`src/hw/rtl/bawc_pkg.sv`:
```
// ----------------------------------------------------------------------------
// Bus access wait-cycle package
// Shared types, register indexes, address constants and size-indexed cost
// tables for the bus access wait-cycle decoder.
// ----------------------------------------------------------------------------
package bawc_pkg;

    // Field widths.
    localparam int ADDR_W  = 32;
    localparam int SIZE_W  = 2;
    localparam int COST_W  = 10;
    localparam int MODE_W  = 2;
    localparam int FLASH_W = 26;
    localparam int DATA_W  = 26;

    // Configuration register indexes.
    typedef enum logic [0:0] {
        REG_PLATFORM_MODE = 1'b0,
        REG_FLASH_BYTES   = 1'b1
    } reg_index_t;

    // Platform mode codes.
    localparam logic [MODE_W-1:0] MODE_CONSOLE = 2'd0;
    localparam logic [MODE_W-1:0] MODE_BOARD_A = 2'd1;
    localparam logic [MODE_W-1:0] MODE_BOARD_B = 2'd2;

    // Access size codes.
    localparam logic [SIZE_W-1:0] SIZE_BYTE  = 2'd0;
    localparam logic [SIZE_W-1:0] SIZE_HALF  = 2'd1;
    localparam logic [SIZE_W-1:0] SIZE_WORD  = 2'd2;
    localparam logic [SIZE_W-1:0] SIZE_BURST = 2'd3;

    // Action codes.
    localparam logic ACT_READ  = 1'b0;
    localparam logic ACT_WRITE = 1'b1;

    // Register reset values.
    localparam logic [MODE_W-1:0]  MODE_RESET  = MODE_CONSOLE;
    localparam logic [FLASH_W-1:0] FLASH_RESET = 26'd131072;

    // Address constants.
    localparam logic [ADDR_W-1:0] SQ_MASK   = 32'hfc000000;
    localparam logic [ADDR_W-1:0] SQ_BASE   = 32'he0000000;
    localparam logic [26:0]       ROM_END   = 27'h0200000;
    localparam logic [28:0]       BOOT_B_END = 29'h0020000;

    // Largest cost any access can produce.
    localparam logic [COST_W-1:0] COST_MAX = 10'd618;

    // Configuration registers as seen by the decoder.
    typedef struct packed {
        logic [MODE_W-1:0]  platform_mode;
        logic [FLASH_W-1:0] flash_bytes;
    } cfg_t;

    // Boot ROM read cost by size.
    function automatic logic [COST_W-1:0] rom_read_cost(input logic [SIZE_W-1:0] sz);
        logic [COST_W-1:0] c;
        case (sz)
            SIZE_BYTE: c = 10'd44;
            SIZE_HALF: c = 10'd63;
            SIZE_WORD: c = 10'd99;
            default:   c = 10'd618;
        endcase
        return c;
    endfunction

    // Flash read cost by size.
    function automatic logic [COST_W-1:0] flash_read_cost(input logic [SIZE_W-1:0] sz);
        logic [COST_W-1:0] c;
        case (sz)
            SIZE_BYTE: c = 10'd41;
            SIZE_HALF: c = 10'd55;
            SIZE_WORD: c = 10'd83;
            default:   c = 10'd489;
        endcase
        return c;
    endfunction

    // External area read cost by size.
    function automatic logic [COST_W-1:0] ext_read_cost(input logic [SIZE_W-1:0] sz);
        logic [COST_W-1:0] c;
        case (sz)
            SIZE_BYTE: c = 10'd56;
            SIZE_HALF: c = 10'd56;
            SIZE_WORD: c = 10'd60;
            default:   c = 10'd84;
        endcase
        return c;
    endfunction

    // Sound area read cost by size, scaled by the byte count.
    function automatic logic [COST_W-1:0] sound_read_cost(input logic [SIZE_W-1:0] sz);
        logic [COST_W-1:0] c;
        case (sz)
            SIZE_BYTE: c = 10'd10;
            SIZE_HALF: c = 10'd20;
            SIZE_WORD: c = 10'd40;
            default:   c = 10'd320;
        endcase
        return c;
    endfunction

    // Sound area write cost by size, scaled by the byte count.
    function automatic logic [COST_W-1:0] sound_write_cost(input logic [SIZE_W-1:0] sz);
        logic [COST_W-1:0] c;
        case (sz)
            SIZE_BYTE: c = 10'd3;
            SIZE_HALF: c = 10'd6;
            SIZE_WORD: c = 10'd12;
            default:   c = 10'd96;
        endcase
        return c;
    endfunction

endpackage

```
`src/hw/rtl/bawc_cfg_regs.sv`:
```
// ----------------------------------------------------------------------------
// Bus access wait-cycle configuration registers
// Holds the platform mode and the flash size, written through a plain
// write-enable port.
// ----------------------------------------------------------------------------
module bawc_cfg_regs (
    input  logic                         clk,
    input  logic                         rst_n,
    input  logic                         cfg_we,
    input  logic                         cfg_index,
    input  logic [bawc_pkg::DATA_W-1:0]  cfg_wdata,
    output bawc_pkg::cfg_t               cfg
);

    logic [bawc_pkg::MODE_W-1:0]  mode_reg;
    logic [bawc_pkg::FLASH_W-1:0] flash_reg;

    // Register file write decode.
    always_ff @(posedge clk or negedge rst_n)
    begin
        if (!rst_n)
        begin
            mode_reg  <= bawc_pkg::MODE_RESET;
            flash_reg <= bawc_pkg::FLASH_RESET;
        end
        else if (cfg_we)
        begin
            unique case (cfg_index)
                bawc_pkg::REG_PLATFORM_MODE: mode_reg  <= cfg_wdata[bawc_pkg::MODE_W-1:0];
                bawc_pkg::REG_FLASH_BYTES:   flash_reg <= cfg_wdata[bawc_pkg::FLASH_W-1:0];
                default:                     mode_reg  <= mode_reg;
            endcase
        end
    end

    assign cfg.platform_mode = mode_reg;
    assign cfg.flash_bytes   = flash_reg;

endmodule

```
`src/hw/rtl/bawc_decode.sv`:
```
// ----------------------------------------------------------------------------
// Bus access wait-cycle address decoder
// Maps one access (action, address, size) to its external wait-cycle cost,
// using the current platform mode and flash size.
// ----------------------------------------------------------------------------
module bawc_decode (
    input  bawc_pkg::cfg_t               cfg,
    input  logic                         action,
    input  logic [bawc_pkg::ADDR_W-1:0]  address,
    input  logic [bawc_pkg::SIZE_W-1:0]  access_size,
    output logic [bawc_pkg::COST_W-1:0]  wait_cycles
);

    logic                        board_b;
    logic                        arcade;
    logic                        store_queue;
    logic [28:0]                 a;
    logic [2:0]                  area;
    logic [24:0]                 m;
    logic [26:0]                 flash_end;
    logic                        below_rom;
    logic                        below_boot_b;
    logic                        below_flash;
    logic                        burst;
    logic                        win_a;
    logic                        win_b;
    logic                        win_c;
    logic                        win_d;
    logic                        win_e;
    logic                        win_f;
    logic                        win_fifo;
    logic                        win_extra;
    logic                        win_sound;
    logic                        win_ext;
    logic [bawc_pkg::COST_W-1:0] rd_cost;
    logic [bawc_pkg::COST_W-1:0] wr_cost;

    // Platform and address fields.
    always_comb
    begin
        board_b      = (cfg.platform_mode == bawc_pkg::MODE_BOARD_B);
        arcade       = (cfg.platform_mode == bawc_pkg::MODE_BOARD_A) || board_b;
        store_queue  = ((address & bawc_pkg::SQ_MASK) == bawc_pkg::SQ_BASE);
        a            = address[28:0];
        area         = a[28:26];
        m            = a[24:0];
        burst        = (access_size == bawc_pkg::SIZE_BURST);
        flash_end    = bawc_pkg::ROM_END + {1'b0, cfg.flash_bytes};
        below_rom    = (a < {2'b00, bawc_pkg::ROM_END});
        below_boot_b = (a < bawc_pkg::BOOT_B_END);
        below_flash  = (a < {2'b00, flash_end});
    end

    // Register, sound and external windows inside area 0.
    always_comb
    begin
        win_a     = (m >= 25'h05f6800) && (m <= 25'h05f69ff);
        win_b     = (m >= 25'h05f6c00) && (m <= 25'h05f6cff);
        win_c     = (m >= 25'h05f7000) && (m <= 25'h05f70ff);
        win_d     = (m >= 25'h05f7400) && (m <= 25'h05f74ff);
        win_e     = (m >= 25'h05f7800) && (m <= 25'h05f78ff);
        win_f     = (m >= 25'h05f7c00) && (m <= 25'h05f7cff);
        win_fifo  = (m >= 25'h05f8000) && (m <= 25'h05f9fff);
        win_extra = (m >= 25'h0600000) && (m <= 25'h06007ff);
        win_sound = (m >= 25'h0700000) && (m <= 25'h0ffffff);
        win_ext   = m[24];
    end

    // Read cost.
    always_comb
    begin
        rd_cost = 10'd60;
        case (area)
            3'd0:
            begin
                if (!board_b && below_rom)
                    rd_cost = bawc_pkg::rom_read_cost(access_size);
                else if ((!board_b && below_flash) ||
                         (board_b && (below_boot_b || (!below_rom && below_flash))))
                    rd_cost = bawc_pkg::flash_read_cost(access_size);
                else if (win_a)     rd_cost = 10'd5;
                else if (win_b)     rd_cost = 10'd22;
                else if (win_c)     rd_cost = arcade ? 10'd20 : 10'd39;
                else if (win_d)     rd_cost = 10'd24;
                else if (win_e)     rd_cost = 10'd38;
                else if (win_f)     rd_cost = 10'd24;
                else if (win_fifo)  rd_cost = 10'd34;
                else if (win_extra) rd_cost = board_b ? 10'd20 : 10'd67;
                else if (win_sound) rd_cost = bawc_pkg::sound_read_cost(access_size);
                else if (win_ext)   rd_cost = bawc_pkg::ext_read_cost(access_size);
                else                rd_cost = 10'd60;
            end
            3'd1: rd_cost = burst ? 10'd61 : 10'd41;
            3'd2: rd_cost = 10'd60;
            3'd3: rd_cost = 10'd7;
            // The upper half (a[24] set) reads slower than the lower half.
            3'd4: rd_cost = a[24] ? 10'd61 : 10'd60;
            3'd5: rd_cost = bawc_pkg::ext_read_cost(access_size);
            3'd6: rd_cost = 10'd60;
            default: rd_cost = 10'd0;
        endcase
        if (store_queue)
            rd_cost = 10'd0;
    end

    // Write cost.
    always_comb
    begin
        wr_cost = 10'd14;
        case (area)
            3'd0:
            begin
                if (!board_b && below_rom)                   wr_cost = 10'd99;
                else if (!board_b && below_flash)            wr_cost = 10'd28;
                else if (board_b && below_boot_b)            wr_cost = 10'd28;
                else if (board_b && !below_rom && below_flash) wr_cost = 10'd14;
                else if (win_a)     wr_cost = 10'd5;
                else if (win_b)     wr_cost = 10'd12;
                else if (win_c)     wr_cost = arcade ? 10'd14 : 10'd28;
                else if (win_d)     wr_cost = 10'd12;
                else if (win_e)     wr_cost = 10'd12;
                else if (win_f)     wr_cost = 10'd12;
                else if (win_fifo)  wr_cost = 10'd14;
                else if (win_extra) wr_cost = board_b ? 10'd14 : 10'd44;
                else if (win_sound) wr_cost = bawc_pkg::sound_write_cost(access_size);
                else if (win_ext)   wr_cost = burst ? 10'd52 : 10'd28;
                else                wr_cost = 10'd14;
            end
            3'd1: wr_cost = burst ? 10'd38 : 10'd12;
            3'd2: wr_cost = 10'd12;
            3'd3: wr_cost = 10'd4;
            // Area 4 splits on a[24] first: the upper 16 MB of each 32 MB half, then
            // the upper and lower 8 MB halves of the lower 16 MB.
            3'd4:
            begin
                if (a[24])      wr_cost = 10'd5;
                else if (a[23]) wr_cost = 10'd9;
                else            wr_cost = 10'd7;
            end
            3'd5: wr_cost = burst ? 10'd52 : 10'd28;
            3'd6: wr_cost = 10'd14;
            default: wr_cost = 10'd0;
        endcase
        if (store_queue)
            wr_cost = 10'd0;
    end

    assign wait_cycles = (action == bawc_pkg::ACT_WRITE) ? wr_cost : rd_cost;

endmodule

```
`src/hw/rtl/bus_access_wait_cycles.sv`:
```
// ----------------------------------------------------------------------------
// Bus access wait-cycle decoder, top level
// Registers each access request, decodes its external wait-cycle cost and
// holds the cost in an output register until it is taken.
// ----------------------------------------------------------------------------
//  Channel   Direction  Handshake            Payload
//  in        input      in_valid/in_ready    action, address, access_size
//  out       output     out_valid/out_ready  wait_cycles
//  cfg       input      cfg_we (no wait)     cfg_index, cfg_wdata
//
//  A request is registered on acceptance and its cost is then registered
//  in the output register: one request per cycle unless the output stalls.
//  The input register refills whenever the output register is empty or
//  being taken, so a stalled output holds at most two requests in flight.
//  Reset clears both valid flags and loads the configuration defaults.
// ----------------------------------------------------------------------------
module bus_access_wait_cycles (
    input  logic                         clk,
    input  logic                         rst_n,
    input  logic                         in_valid,
    output logic                         in_ready,
    input  logic                         action,
    input  logic [bawc_pkg::ADDR_W-1:0]  address,
    input  logic [bawc_pkg::SIZE_W-1:0]  access_size,
    output logic                         out_valid,
    input  logic                         out_ready,
    output logic [bawc_pkg::COST_W-1:0]  wait_cycles,
    input  logic                         cfg_we,
    input  logic                         cfg_index,
    input  logic [bawc_pkg::DATA_W-1:0]  cfg_wdata
);

    bawc_pkg::cfg_t              cfg;
    logic                        s1_valid_reg;
    logic                        action_reg;
    logic [bawc_pkg::ADDR_W-1:0] address_reg;
    logic [bawc_pkg::SIZE_W-1:0] size_reg;
    logic                        out_valid_reg;
    logic [bawc_pkg::COST_W-1:0] cost_reg;
    logic [bawc_pkg::COST_W-1:0] cost_next;
    logic                        s2_ready;
    logic                        s1_load;

    // Configuration registers.
    bawc_cfg_regs u_cfg (
        .clk       (clk),
        .rst_n     (rst_n),
        .cfg_we    (cfg_we),
        .cfg_index (cfg_index),
        .cfg_wdata (cfg_wdata),
        .cfg       (cfg)
    );

    // Pipeline flow control.
    assign s2_ready = !out_valid_reg || out_ready;
    assign in_ready = !s1_valid_reg || s2_ready;
    assign s1_load  = in_valid && in_ready;

    // Input register stage.
    always_ff @(posedge clk or negedge rst_n)
    begin
        if (!rst_n)
            s1_valid_reg <= 1'b0;
        else if (in_ready)
            s1_valid_reg <= in_valid;
    end

    always_ff @(posedge clk)
    begin
        if (s1_load)
        begin
            action_reg  <= action;
            address_reg <= address;
            size_reg    <= access_size;
        end
    end

    // Cost decode.
    bawc_decode u_decode (
        .cfg         (cfg),
        .action      (action_reg),
        .address     (address_reg),
        .access_size (size_reg),
        .wait_cycles (cost_next)
    );

    // Output register stage.
    always_ff @(posedge clk or negedge rst_n)
    begin
        if (!rst_n)
            out_valid_reg <= 1'b0;
        else if (s2_ready)
            out_valid_reg <= s1_valid_reg;
    end

    always_ff @(posedge clk)
    begin
        if (s2_ready && s1_valid_reg)
            cost_reg <= cost_next;
    end

    assign out_valid   = out_valid_reg;
    assign wait_cycles = cost_reg;

    // A request in the input register moves to the output when it has room.
    a_s1_advance: assert property (@(posedge clk) disable iff (!rst_n)
        (s1_valid_reg && s2_ready) |=> out_valid_reg)
        else $error("registered request did not reach the output register");

    // A request is never accepted while both stages are full and stalled.
    a_no_overrun: assert property (@(posedge clk) disable iff (!rst_n)
        (s1_valid_reg && out_valid_reg && !out_ready) |-> !in_ready)
        else $error("input accepted while pipeline is full");

    // Store-queue accesses cost nothing.
    a_sq_zero: assert property (@(posedge clk) disable iff (!rst_n)
        (s1_valid_reg && s2_ready &&
         ((address_reg & bawc_pkg::SQ_MASK) == bawc_pkg::SQ_BASE))
        |=> (wait_cycles == '0))
        else $error("store-queue access produced a nonzero cost");

    // No cost exceeds the slowest boot ROM burst.
    a_cost_max: assert property (@(posedge clk) disable iff (!rst_n)
        out_valid_reg |-> (cost_reg <= bawc_pkg::COST_MAX))
        else $error("wait-cycle count out of range");

endmodule
```
`config.mk`:
```
export PLATFORM = sky130hd
export DESIGN_NAME = bus_access_wait_cycles
export DESIGN_NICKNAME = d
export VERILOG_FILES = /design/src/hw/rtl/bawc_pkg.sv /design/src/hw/rtl/bawc_cfg_regs.sv /design/src/hw/rtl/bawc_decode.sv /design/src/hw/rtl/bus_access_wait_cycles.sv
export SDC_FILE = /design/constraint.sdc
export NUM_CORES = 1
export LEC_CHECK = 0
export ABC_AREA = 1
export BUFFER_PORTS_ARGS = -buffer_cell sky130_fd_sc_hd__buf_2
export CORE_MARGIN = 2
export CORE_UTILIZATION = 25
export DETAILED_ROUTE_END_ITERATION = 16
export GPL_TIMING_DRIVEN = 0
export PLACE_DENSITY_LB_ADDON = 0.05
export SKIP_LAST_GASP = 1
export SYNTH_ARGS = -nofsm -noshare
export SYNTH_HDL_FRONTEND = slang
export SYNTH_SLANG_ARGS = --single-unit
export TNS_END_PERCENT = 20
```
`constraint.sdc`:
```
create_clock -name clk -period 2.38 [get_ports clk]
set_input_delay 0.119 -clock clk [delete_from_list [all_inputs] [get_ports clk]]
set_output_delay 0.119 -clock clk [all_outputs]
set_load 0.03 [all_outputs]
```
---- Word-level counts from Yosys, hierarchy flattened ----
Cells that the tools add are included.
storage, ports and cells
  word-level logic and storage cells ...... 122
  flip-flop bits (word level) ............. 75
operators by class
  equal/unequal tests ..................... 12
  add/subtract/negate cells ............... 1
  multiplexer cells ....................... 46
  reduce and logical (&&, ||, !) cells .... 33
  magnitude comparators ................... 21
  bitwise gates (word level) .............. 1
operator list
  kind                                                                                 count
  10-bit two-way mux                                                                   30
  25-bit by 23-bit >= comparator with 1-bit output (second input constant)             9
  25-bit by 23-bit less-or-equal comparator with 1-bit output (second input constant)  8
  10-bit case mux with 7 select lines                                                  1
  10-bit case mux with 6 select lines                                                  1
  9-bit case mux with 3 select lines                                                   2
  10-bit case mux with 3 select lines                                                  1
  29-bit by 18-bit < comparator with 1-bit output (second input constant)              1
  29-bit by 22-bit < comparator with 1-bit output (second input constant)              1
  29-bit by 27-bit < comparator with 1-bit output                                      1
  22-bit by 26-bit adder with 27-bit output (first input constant)                     1
  25-bit by 24-bit less-or-equal comparator with 1-bit output (second input constant)  1
  6-bit two-way mux                                                                    4
  7-bit case mux with 3 select lines                                                   1
  1-bit logical AND                                                                    18
  7-bit case mux with 2 select lines                                                   1
  5-bit two-way mux                                                                    2
  3-bit == test (second input constant)                                                3
  7-bit two-way mux                                                                    1
  2-bit == test (second input constant)                                                3
  3-bit by 2-bit == test with 1-bit output (second input constant)                     2
  6-bit == test (second input constant)                                                1
  1-bit logical OR                                                                     5
  2-bit by 1-bit == test with 1-bit output (second input constant)                     2
  9 further kinds                                                                      14

---- Logic depth before layout (Yosys ltp) ----
Gate-level depths: netlist of the first run.
  depth after elaboration ................. 19
  mapped depth ............................ 19
  gate-level depth less buffers ........... 19

---- Hierarchy ----
From an unflattened synthesis of the first run, not the netlist that was laid out.
second synthesis, totals
  cell total of the unflattened synthesis .. 652
  area total of the unflattened synthesis .. 5,026.1 um^2
by module, submodules not included
  module                  area an instance (um^2)  cells an instance  times used
  bawc_decode             2,372.3                  472                1
  bus_access_wait_cycles  1,446.4                  57                 1
  bawc_cfg_regs           1,207.4                  123                1

---- Worst setup path after synthesis of the first run ----
Ideal clock, no wire load.
  path kind ............................... reg2reg
  start ................................... register u_cfg.flash_reg[21] (netlist bit)
  end ..................................... register cost_reg (netlist bit wait_cycles[2]) (data pin)
  slack ................................... 0.046 ns
  path buffers ............................ 0
  clock period less this slack ............ 2.334 ns
  setup time .............................. 0.252 ns
  arrival ................................. 2.081 ns
  cell stages (with the launch flop) ...... 20
  cells stage by stage .................... dfrtp_1 -> ha_1 -> nand3_1 -> xor2_1 -> ha_1 -> nand2_1 -> nor2_1 -> nand4_1 -> a21oi_1 -> nor2_1 -> nand3_2 -> nand2_2 -> inv_2 -> nand2_1 -> o21ai_1 -> nand2_1 -> nand2_1 -> nand2_1 -> nand2_1 -> nand2_1
on the way
  cells in the longest elaborated chain, start to end .. 11
  elaborated cells on any way between the ends .. 19
  those cells by class .................... add/sub: 1; order compare: 1; mux: 11; reduce/logical: 6
RTL lines
  item                                                        line                          RTL
  from (decl)                                                 bawc_cfg_regs.sv:16           logic [bawc_pkg::FLASH_W-1:0] flash_reg;
  from (signal assigned)                                      bawc_cfg_regs.sv:24           flash_reg <= bawc_pkg::FLASH_RESET;
  from (signal assigned)                                      bawc_cfg_regs.sv:30           bawc_pkg::REG_FLASH_BYTES: flash_reg <= cfg_wdata[bawc_pkg::FLASH_W-1:0];
  22-bit by 26-bit adder with 27-bit output (*)               bawc_decode.sv:48             flash_end = bawc_pkg::ROM_END + {1'b0, cfg.flash_bytes};
  29-bit by 27-bit < comparator with 1-bit output (*)         bawc_decode.sv:51             below_flash = (a < {2'b00, flash_end});
  branches (longest 8 deep; another with 10-bit two-way mux)  -
  10-bit two-way mux (*)                                      bawc_decode.sv:148            assign wait_cycles = (action == bawc_pkg::ACT_WRITE) ? wr_cost : rd_cost;
  named net cost_next (one bit)                               bus_access_wait_cycles.sv:40  logic [bawc_pkg::COST_W-1:0] cost_next;
  to (signal assigned)                                        bus_access_wait_cycles.sv:99  cost_reg <= cost_next;
  to (decl)                                                   bus_access_wait_cycles.sv:39  logic [bawc_pkg::COST_W-1:0] cost_reg;
Mark *: on every way through the listed nets, which the timed path passes.
A chain may end at the register's enable or synchronous reset.

---- Final worst setup path of the first run ----
  start ................................... register u_cfg.flash_reg[22] (netlist bit)
  end ..................................... register cost_reg (netlist bit wait_cycles[0]) (data pin)
The elaborated chain is that of the path after synthesis.

==> summary.md, run 1 <==
| Metric | Value |
|---|---|
| Overflow after GRT | `0` |
| Final cycle utilization of the critical path | `110%` |
| Detailed Route WL | `14700 µm` |
| First drt pass iteration count | `7` |
| CP Class | `flip-flop to flip-flop` |
| Final worst slack | `-0.235 ns` |
| Seq cells post-synth | `75` |
| Final #Nets | `873` |
| Slew Limit Fails | `0` |
| Cell Rows | `51` |
| Final min period | `2.62 ns` |
| Core Region | `19300 µm²` |
| RePlAce Congestion | `0.887` |
| Initial antenna violation count | `0` |
| Most Frequent Cell on Critical Path | `nand2_1` |
| Vias | `4659` |
| Crit-path max FO | `5` |
| Final hold vios | `0` |
| Critical Path RT | `2.47 ns` |
| Num CTS Buffers | `9` |
| Seq/Total Area, Yosys | `42.9%` |
| Outcome | `complete, but fails checks` |
| Worst path cell trace | `ha_4 > buf_4 > xnor2_1 > ha_1 > nand2_1 > o21ai_0 > nand2_1 > nand3_1 > nor2_2 > nand3_2 > nand2_4 > buf_6 > buf_4 > a21oi_1 > o21ai_1 > nand2_1` |
| IO Pins | `79` |
| Syn. warnings | `0` |
| Avg Inst Size Synth | `7.77 µm²` |
| Critical Path AT | `2.71 ns` |
| Final Total Pwr | `3.89 mW` |
| CTS tree | `done` |
| CP Launch Type | `flip-flop` |
| CTS clock-pin slew for the worst setup and hold paths | `0.06 ns` |
| Die area | `20800 µm²` |
| Worst min path class | `input pin to flip-flop` |
| Synth area leader | `edfxtp_1` |
| Worst vdd ir | `0.371 mV` |
| Initial DRC count | `268` |
| WL/cell | `14.1 µm` |
| Sink Count | `75` |
| Yosys top cell area share | `27.5%` |
| CP bufs+invs | `3` |
| P_leak | `3.09 nW` |
| Antenna viol nets, final | `0` |
| Worst skew pair latency | `0.34 ns` |
| Place WS | `-0.396 ns` |
| Layout cell share with drive strength beyond 1 | `19.3%` |
| Worst Tran Pin Value | `1.10 ns` |
| Setup violations, final | `9` |
| EDFF count, synth | `45` |
| Detailed Place HPWL | `11400 µm` |
| Final Skew | `0.00747 ns` |
| # DRC | `0` |
| Initial core utilization | `25.4%` |
| Chip width | `144 µm` |
| Top FF cell, synth | `edfxtp_1` |
| Vias/cell | `4.47` |
| First-pass GRT wire length | `22800 µm` |
| GRT Total Usage | `14.6%` |
| Slowest CP cell | `dfrtp_1` |
| Mapped Area | `4910 µm²` |
| Violated checks | `setup timing` |
| Max_cap viols | `0` |
| CP max stage delay | `0.43 ns` |
| Slew headroom | `26.4%` |
| Top post-synthesis cells by area | `edfxtp_1 28%, dfrtp_1 15%, nand2_1 13%, ha_1 8.7%, inv_1 6.1%` |
| Clk root buf | `clkbuf_16` |
| IO Port Bufs | `78` |
| Ys async rst share | `40.0%` |
| Vias in the first global route | `4387` |
| Fmax | `382 MHz` |
| Maximum clock path buffer count | `2` |
| Max FFs per register | `32` |
| Pwr dens | `598 nW/µm²` |
| Antenna diode count | `0` |
| Syn Nets | `732` |
| Crit end category | `flip-flop` |
| H-tree levels | `3` |
| Synth cell types | `36` |
| Largest net degree at the start of global routing | `36` |
| RSZ-0062 raised after global routing | `yes` |
| Chip Height | `144 µm` |
| Delay-heaviest family, CP | `simple AND/OR/NAND/NOR gates` |
| Post-synthesis cell count | `631` |
| Layout area overhead | `32.7%` |
## per-stage QoR
stage               setup TNS [ns]  instance area, µm²  std cells  hold slack (ns)  util [%]
detailed placement           -2.64                5630        974            0.244      29.1
finish                       -1.51                6510       1042           0.0276      33.7
global route                 -3.74                6510       1042           0.0303      33.7
global placement             -2.70                5630        974            0.227      29.1
CTS                          -1.89                6410       1035         0.000365      33.1
floorplan                        0                4910        631           -0.177         -
## final timing paths
| kind | from | endpoint | slack (ns) | cells after the start |
|---|---|---|---|---|
| worst max-delay path | u_cfg.flash_reg[22] | wait_cycles[0] | -0.24 | 16 |
| worst min-delay path | cfg_wdata[9] | u_cfg.flash_reg[9] | 0.03 | 3 |
| worst max register to register | u_cfg.flash_reg[22] | wait_cycles[0] | -0.24 | 16 |
| worst min register to register | u_cfg.flash_reg[17] | u_cfg.flash_reg[17] | 0.48 | 2 |
| max in group asynchronous | rst_n | u_cfg.flash_reg[21] | 1.45 | 2 |
| min in group asynchronous | rst_n | u_cfg.flash_reg[4] | 0.38 | 2 |
## final cells by class
type | instances | area [µm²]
plain buffers | 11 | 56.3
clock buffers | 11 | 243
clock inverters | 5 | 53.8
fillers | 2138 | 12800
inverters | 85 | 322
multi-input cells | 460 | 2500
flip-flops and latches | 75 | 2100
well taps | 265 | 332
repair buffers | 130 | 893
## cells by family after synthesis
| family | synth area share, % |
|---|---|
| multiplexers | 1.15 |
| XOR/XNOR | 0.536 |
| adder cells (fa/ha/maj) | 8.67 |
| buffers and inverters | 7.65 |
| AND/OR/NAND/NOR | 28.7 |
| AO/OA/AOI/OAI | 10.4 |
| flip-flops | 42.9 |
## metal layers
metal,wire [µm],track usage [%],up-vias
li1,-,-,2370
met2,6620,23.0,101
met1,7310,20.5,2176
met5,0,0,-
met4,222,4.80,0
met3,510,2.15,12
## Yosys cell counts, drive strengths merged (2+ instances only)
cell	count
a21oi	49
a31oi	2
buf	4
clkbuf	7
dfrtp	29
edfxtp	45
ha	34
inv	85
mux2	5
nand2	169
nand3	43
nand3b	3
nand4	14
nor2	81
nor3	5
nor4	4
o2111ai	3
o211ai	3
o21a	2
o21ai	34
or2	3
xor2	2
## power by group
part	internal, mW	total, mW	leakage (nW)	switching, mW
combinational	0.352	0.880	2.18	0.528
clock	0.836	1.38	0.139	0.548
sequential	1.53	1.63	0.771	0.0936
total	2.72	3.89	3.09	1.17
## layout by cell type (no fill, tap or decap), types with 4 or more instances in the layout
master         netlist  layout
nand2_1            164     161
buf_2                3      81
inv_1               80      79
nor2_1              76      74
a21oi_1             49      46
edfxtp_1            45      45
dlygate4sd3_1        0      42
nand3_1             41      38
ha_1                34      33
dfrtp_1             29      28
o21ai_0             26      24
nand4_1             14      14
o21ai_1              8       9
clkbuf_16            0       9
clkbuf_1             7       8
buf_4                0       8
nand2_2              5       7
inv_2                5       5
nor3_1               5       5
mux2_2               5       5
nand3_2              1       4
nor2_4               3       4
## tightest hold or removal path, stage by stage
cell and delay [ns]:
buf_2 0.08, nor2_1 0.03, a21oi_1 0.10
## timing repair
item | CTS | global route
setup buffers | 5 | 5
hold endpoints to repair | 68 | 2
pin swaps | 8 | 9
hold buffers | 40 | 2
resized for setup | 12 | 13
endpoints found under the setup margin | 9 | 9
No activity file was read; power rests on OpenSTA's default activity.
==> run 2: changes to the inputs <==
--- a/config.mk
+++ b/config.mk
@@ -6,10 +6,10 @@
 export NUM_CORES = 1
 export LEC_CHECK = 0
 export ABC_AREA = 1
-export BUFFER_PORTS_ARGS = -buffer_cell sky130_fd_sc_hd__buf_2
 export CORE_MARGIN = 2
 export CORE_UTILIZATION = 25
 export DETAILED_ROUTE_END_ITERATION = 16
+export DONT_BUFFER_PORTS = 1
 export GPL_TIMING_DRIVEN = 0
 export PLACE_DENSITY_LB_ADDON = 0.05
 export SKIP_LAST_GASP = 1
==> summary.md, run 2 (same netlist as run 1, synthesis figures left out) <==
| Metric | Value |
|---|---|
| Placed cell areas | `5240 µm² (was 5630 µm²)` |
| CP max stage delay | `0.40 ns (was 0.43 ns)` |
| NetSw | `1.15 mW (was 1.17 mW)` |
| RePlAce Congestion | `0.857 (was 0.887)` |
| H-tree levels | `3 (unchanged)` |
| Smallest hold slack | `0.0201 ns (was 0.0276 ns)` |
| IO Port Bufs | `0 (was 78)` |
| Slew Limit Fails | `0 (unchanged)` |
| Wl on met1 | `6970 µm (was 7310 µm)` |
| Final #Nets | `814 (was 873)` |
| CTS clock-pin slew for the worst setup and hold paths | `0.06 ns (about the same)` |
| Max FFs per register | `32 (unchanged)` |
| Most Frequent Cell on Critical Path | `nand2_1 (unchanged)` |
| Worst Tran Pin Value | `0.980 ns (was 1.10 ns)` |
| Detailed Route WL | `14200 µm (was 14700 µm)` |
| Outcome | `complete, but fails checks (unchanged)` |
| Crit-path max FO | `6 (was 5)` |
| Final Skew | `0.00831 ns (was 0.00747 ns)` |
| Worst min path class | `input pin to flip-flop (unchanged)` |
| Vias in the first global route | `4256 (was 4387)` |
| First drt pass iteration count | `4 (was 7)` |
| Final Total Pwr | `3.94 mW (was 3.89 mW)` |
| Layout area overhead | `28.4% (was 32.7%)` |
| Worst vdd ir | `0.390 mV (was 0.371 mV)` |
| Worst skew pair latency | `0.35 ns (was 0.34 ns)` |
| CP Launch Type | `flip-flop (unchanged)` |
| Critical Path RT | `2.48 ns (was 2.47 ns)` |
| Clk root buf | `clkbuf_16 (unchanged)` |
| Overflow after GRT | `0 (unchanged)` |
| CTS tree | `done (unchanged)` |
| Maximum clock path buffer count | `2 (unchanged)` |
| Initial antenna violation count | `0 (unchanged)` |
| RSZ-0062 raised after global routing | `yes (unchanged)` |
| Commonest cells after routing, fill and taps aside | `164 x nand2_1, 79 x inv_1, 74 x nor2_1, 65 x dlygate4sd3_1, 48 x a21oi_1 (was 161 x nand2_1, 81 x buf_2, 79 x inv_1, 74 x nor2_1, 46 x a21oi_1)` |
| Cells after DPL | `896 (was 974)` |
| Chip Height | `144 µm (unchanged)` |
| Initial core utilization | `25.4% (unchanged)` |
| Antenna viol nets, final | `0 (unchanged)` |
| Worst path cell trace | `ha_2 > nand3_1 > xor2_1 > ha_1 > nand2_1 > nor2_2 > nand4_1 > nor2_1 > nand2_1 > nand3_2 > nand2_4 > inv_4 > nand2_1 > o21ai_1 > nand2_1 > nand2_1 > nand2_1 > nand2_1 > nand2_1 (was ha_4 > buf_4 > xnor2_1 > ha_1 > nand2_1 > o21ai_0 > nand2_1 > nand3_1 > nor2_2 > nand3_2 > nand2_4 > buf_6 > buf_4 > a21oi_1 > o21ai_1 > nand2_1)` |
| Final worst slack | `-0.255 ns (was -0.235 ns)` |
| Final cycle utilization of the critical path | `111% (was 110%)` |
| Pint | `2.79 mW (was 2.72 mW)` |
| CP Class | `flip-flop to flip-flop (unchanged)` |
| WL/cell | `14.4 µm (was 14.1 µm)` |
| Violated checks | `setup timing (unchanged)` |
| Switching share of power | `29.1% (was 30.1%)` |
| Vias | `4436 (was 4659)` |
| Slew headroom | `34.7% (was 26.4%)` |
| Detailed Place HPWL | `11000 µm (was 11400 µm)` |
| IO Pins | `79 (unchanged)` |
| Max_cap viols | `0 (unchanged)` |
| Initial DRC count | `230 (was 268)` |
| Final hold vios | `0 (unchanged)` |
| Antenna diode count | `0 (unchanged)` |
| First-pass GRT wire length | `22600 µm (was 22800 µm)` |
| Cell Rows | `51 (unchanged)` |
| Vias/cell | `4.51 (was 4.47)` |
| Top Metal Used | `met4 (unchanged)` |
| Num CTS Buffers | `9 (unchanged)` |
| Total negative slack | `-1.69 ns (was -1.51 ns)` |
| Core Region | `19300 µm² (unchanged)` |
| Final Non-Filler Cells | `983 (was 1042)` |
| Largest net degree at the start of global routing | `36 (unchanged)` |
| Register area | `2100 µm² (about the same)` |
| Fill count | `2077 (was 2138)` |
| GRT Total Usage | `14.4% (was 14.6%)` |
| Critical Path AT | `2.74 ns (was 2.71 ns)` |
| Die area | `20800 µm² (unchanged)` |
| Crit end category | `flip-flop (unchanged)` |
| Combinational power share | `19.5% (was 22.6%)` |
| Area of the multi-input gates | `2470 µm² (was 2500 µm²)` |
| Fmax | `379 MHz (was 382 MHz)` |
| Pwr dens | `625 nW/µm² (was 598 nW/µm²)` |
| Slowest CP cell | `dfrtp_1 (unchanged)` |
| Clock share of power | `38.0% (was 35.6%)` |
| P_leak | `2.87 nW (was 3.09 nW)` |
| Cell area after layout | `6300 µm² (was 6510 µm²)` |
| Setup violations, final | `8 (was 9)` |
| Sequential share of power | `42.4% (was 41.8%)` |
| Chip width | `144 µm (unchanged)` |
| Most common cell after layout, fill and taps aside | `nand2_1 (unchanged)` |
| WL met3 | `461 µm (was 510 µm)` |
| Routed length on met2 | `6530 µm (was 6620 µm)` |
| # DRC | `0 (unchanged)` |
| Layout cell share with drive strength beyond 1 | `8.22% (was 19.3%)` |
| Sink Count | `75 (unchanged)` |
| Final min period | `2.64 ns (was 2.62 ns)` |
-- run 2: timing repair --
| item | 4_1_cts | 5_1_grt |
|---|---|---|
| gates resized for setup | 8 | 3 |
| pin swaps | 5 | 3 |
| hold buffers | 66 | 0 |
| gates cloned | 1 | 0 |
| endpoints found under the hold margin | 95 | 0 |
| endpoints found under the setup margin | 9 | 9 |
| buffers inserted | 4 | 0 |
-- run 2: routing by layer --
layer  GRT usage [%]  vias up
met5               0        -
met4            4.39        0
met3            2.78       13
met2            23.0       68
met1            19.8     2093
li1                -     2262
-- run 2: cell type report --
type,instances,share of cell area [%]
plain buffers,11,0.894
repair buffers,70,11.1
flip-flops and latches,75,33.4
well taps,265,5.26
clock buffers,11,3.85
multi-input cells,461,39.2
clock inverters,5,1.21
inverters,85,5.10
-- run 2: critical path, delay by kind of cell, from the launching register on --
family / cells / cell delay, ns
flops: 1 / 0.40
compound gates: 1 / 0.06
fa+ha+maj: 2 / 0.47
simple gates: 14 / 1.19
xor+xnor: 1 / 0.16
buf+inv: 1 / 0.10
-- run 2: final timing paths --
kind / slack, ns / depth (start not counted) / to / start
max: -0.26 / 19 / wait_cycles[2] / u_cfg.flash_reg[21]
min: 0.02 / 2 / u_cfg.mode_reg[1] / cfg_we
max reg2reg: -0.26 / 19 / wait_cycles[2] / u_cfg.flash_reg[21]
min reg2reg: 0.48 / 2 / u_cfg.flash_reg[17] / u_cfg.flash_reg[17]
max in group asynchronous: 1.91 / 2 / u_cfg.flash_reg[17] / rst_n
min in group asynchronous: 0.22 / 2 / u_cfg.flash_reg[1] / rst_n
-- run 2: power groups by stage --
stage                     clock network (mW)  logic (mW)  registers [mW]
after floorplan                            0       0.496            1.66
after detailed placement                   0       0.657            1.70
after CTS                               1.56       0.783            1.67
after global routing                    1.60       0.893            1.69
final                                   1.50       0.769            1.67
after global placement                     0       0.654            1.70
-- run 2: per-stage QoR --
stage	util, %	worst slack [ns]
after floorplan	-	0.0461
after global placement	27.1	-0.432
after detailed placement	27.1	-0.404
after CTS	32.5	-0.256
after global routing	32.6	-0.494
final	32.6	-0.255
==> run 3: changes to the inputs <==
--- a/config.mk
+++ b/config.mk
@@ -10,7 +10,6 @@
 export CORE_UTILIZATION = 25
 export DETAILED_ROUTE_END_ITERATION = 16
 export DONT_BUFFER_PORTS = 1
-export GPL_TIMING_DRIVEN = 0
 export PLACE_DENSITY_LB_ADDON = 0.05
 export SKIP_LAST_GASP = 1
 export SYNTH_ARGS = -nofsm -noshare
==> summary.md, run 3 (same netlist as run 1, synthesis figures left out) <==
| Metric | Value |
|---|---|
| Sink Count | `75 (unchanged)` |
| Vias in the first global route | `4711 (was 4256)` |
| First-pass GRT wire length | `23600 µm (was 22600 µm)` |
| Register-to-Register Path Depth | `14 (was 19)` |
| Worst min path class | `input pin to flip-flop (unchanged)` |
| H-tree levels | `3 (unchanged)` |
| RePlAce Congestion | `0.818 (was 0.857)` |
| Slew Limit Fails | `0 (unchanged)` |
| Final worst slack | `-0.171 ns (was -0.255 ns)` |
| Antenna viol nets, final | `0 (unchanged)` |
| Pwr dens | `603 nW/µm² (was 625 nW/µm²)` |
| CP Class | `flip-flop to flip-flop (unchanged)` |
| Clock share of power | `37.2% (was 38.0%)` |
| RR Startpoint | `u_cfg.flash_reg[23] (was u_cfg.flash_reg[21])` |
| Critical Path Start | `u_cfg.flash_reg[23] (was u_cfg.flash_reg[21])` |
| Critical Path AT | `2.64 ns (was 2.74 ns)` |
| Grt met2 use | `23.1% (was 23.0%)` |
| Combinational power share | `22.4% (was 19.5%)` |
| P_leak | `3.15 nW (was 2.87 nW)` |
| Final #Nets | `864 (was 814)` |
| Chip width | `144 µm (unchanged)` |
| Worst vdd ir | `0.315 mV (was 0.390 mV)` |
| WL/cell | `13.9 µm (was 14.4 µm)` |
| Max FFs per register | `32 (unchanged)` |
| Crit end category | `flip-flop (unchanged)` |
| Largest net degree at the start of global routing | `36 (unchanged)` |
| Crit-path max FO | `8 (was 6)` |
| Vias/cell | `4.40 (was 4.51)` |
| CTS tree | `done (unchanged)` |
| Switching share of power | `29.1% (about the same)` |
| NetSw | `1.19 mW (was 1.15 mW)` |
| Antenna diode count | `0 (unchanged)` |
| Busiest grt layer | `met2 (unchanged)` |
| Fmax | `392 MHz (was 379 MHz)` |
| Die area | `20800 µm² (unchanged)` |
| Initial antenna violation count | `0 (unchanged)` |
| Smallest hold slack | `0.0226 ns (was 0.0201 ns)` |
| CP Launch Type | `flip-flop (unchanged)` |
| Place WS | `-0.289 ns (was -0.404 ns)` |
| Max_cap viols | `0 (unchanged)` |
| Met1 Usage GRT | `20.5% (was 19.8%)` |
| RSZ-0062 raised after global routing | `yes (unchanged)` |
| Placed cell areas | `5670 µm² (was 5240 µm²)` |
| Slew headroom | `70.0% (was 34.7%)` |
| IO Port Bufs | `0 (unchanged)` |
| Final Total Pwr | `4.07 mW (was 3.94 mW)` |
| Final Skew | `0.00820 ns (was 0.00831 ns)` |
| Most common cell after layout, fill and taps aside | `nand2_1 (unchanged)` |
| Layout area overhead | `37.7% (was 28.4%)` |
| Final cycle utilization of the critical path | `107% (was 111%)` |
| CTS clock-pin slew for the worst setup and hold paths | `0.06 ns (about the same)` |
| Final min period | `2.55 ns (was 2.64 ns)` |
| Core Region | `19300 µm² (unchanged)` |
| Chip Height | `144 µm (unchanged)` |
| Final hold vios | `0 (unchanged)` |
| Critical Path RT | `2.47 ns (was 2.48 ns)` |
| Worst skew pair latency | `0.35 ns (about the same)` |
| Initial core utilization | `25.4% (unchanged)` |
| Detailed Place HPWL | `11400 µm (was 11000 µm)` |
| First drt pass iteration count | `5 (was 4)` |
| Pint | `2.89 mW (was 2.79 mW)` |
| GRT Total Usage | `14.6% (was 14.4%)` |
| Critical Path Sink | `wait_cycles[0] (was wait_cycles[2])` |
| IO Pins | `79 (unchanged)` |
| Setup violations, final | `8 (unchanged)` |
| Initial DRC count | `241 (was 230)` |
| Worst Tran Pin Value | `0.448 ns (was 0.980 ns)` |
| Sequential share of power | `40.4% (was 42.4%)` |
| Vias | `4550 (was 4436)` |
| Met3 Resource Use GR | `2.52% (was 2.78%)` |
| Reg2Reg Capture Point | `wait_cycles[0] (was wait_cycles[2])` |
| Clk root buf | `clkbuf_16 (unchanged)` |
| R2R setup slack | `-0.17 ns (was -0.26 ns)` |
| Cell Rows | `51 (unchanged)` |
| Cell area after layout | `6760 µm² (was 6300 µm²)` |
| Violated checks | `setup timing (unchanged)` |
| Overflow after GRT | `0 (unchanged)` |
| Commonest cells after routing, fill and taps aside | `162 x nand2_1, 80 x inv_1, 74 x nor2_1, 65 x dlygate4sd3_1, 64 x buf_4 (was 164 x nand2_1, 79 x inv_1, 74 x nor2_1, 65 x dlygate4sd3_1, 48 x a21oi_1)` |
| Maximum clock path buffer count | `2 (unchanged)` |
| Layout cell share with drive strength beyond 1 | `15.6% (was 8.22%)` |
| Detailed Route WL | `14400 µm (was 14200 µm)` |
| # DRC | `0 (unchanged)` |
| Num CTS Buffers | `9 (unchanged)` |
| Outcome | `complete, but fails checks (unchanged)` |
-- run 3: area by class of cell --
type / instances / area, µm²
clock buffer: 10 / 239
multi-input combinational: 460 / 2480
fill: 2055 / 12600
timing repair buffer: 132 / 1190
inverter: 85 / 322
sequential: 75 / 2100
tap: 265 / 332
clock inverter: 6 / 86.3
-- run 3: worst min path at each step --
| stage | cells past startpoint | to | from | slack, ns |
|---|---|---|---|---|
| floorplan | 0 | out_valid | rst_n | -0.18 |
| global placement | 0 | u_cfg.flash_reg[4] | rst_n | -0.17 |
| detailed placement | 0 | u_cfg.flash_reg[4] | rst_n | -0.17 |
| CTS | 2 | u_cfg.mode_reg[1] | cfg_we | 0.02 |
| global route | 2 | u_cfg.mode_reg[1] | cfg_we | 0.03 |
| finish | 2 | u_cfg.mode_reg[1] | cfg_we | 0.02 |
-- run 3: metal layers --
metal	wire [µm]	share of wire, %
met1	7360	51
met2	6410	45
met3	448	3.1
met4	153	1.1
met5	0	0
-- run 3: repair_timing --
item | 4_1_cts | 5_1_grt
pin swaps | 6 | 4
endpoints found under the hold margin | 95 | 0
endpoints found under the setup margin | 9 | 9
hold buffers | 66 | 0
buffers inserted | 4 | 0
resized for setup | 11 | 3
-- run 3: stage by stage --
step / utilization [%] / instances / setup TNS (ns)
4_1_cts: 34.8 / 1033 / -1.24
3_5_place_dp: 29.3 / 947 / -1.96
5_1_grt: 34.9 / 1033 / -3.07
6_report: 34.9 / 1033 / -0.983
3_3_place_gp: 29.3 / 947 / -1.36
2_1_floorplan: - / 631 / 0
-- run 3: critical path, cell delays in order, from the launching register on --
cell,delay [ns]
dfrtp_1,0.39
nand3_1,0.12
xor2_1,0.16
ha_1,0.29
a21oi_1,0.16
o21ai_0,0.10
nand2_1,0.06
nand3_1,0.07
nor2_2,0.16
nand3_2,0.13
nand2_4,0.16
buf_4,0.14
a21oi_1,0.04
o21ai_0,0.23
nand2_1,0.10
-- run 3: power by group through the flow --
stage	sequential (mW)	clock [mW]	combinational (mW)
after floorplan	1.66	0	0.496
after global placement	1.67	0	0.782
after detailed placement	1.68	0	0.779
after CTS	1.65	1.56	0.910
after global routing	1.67	1.61	1.04
final	1.65	1.51	0.913
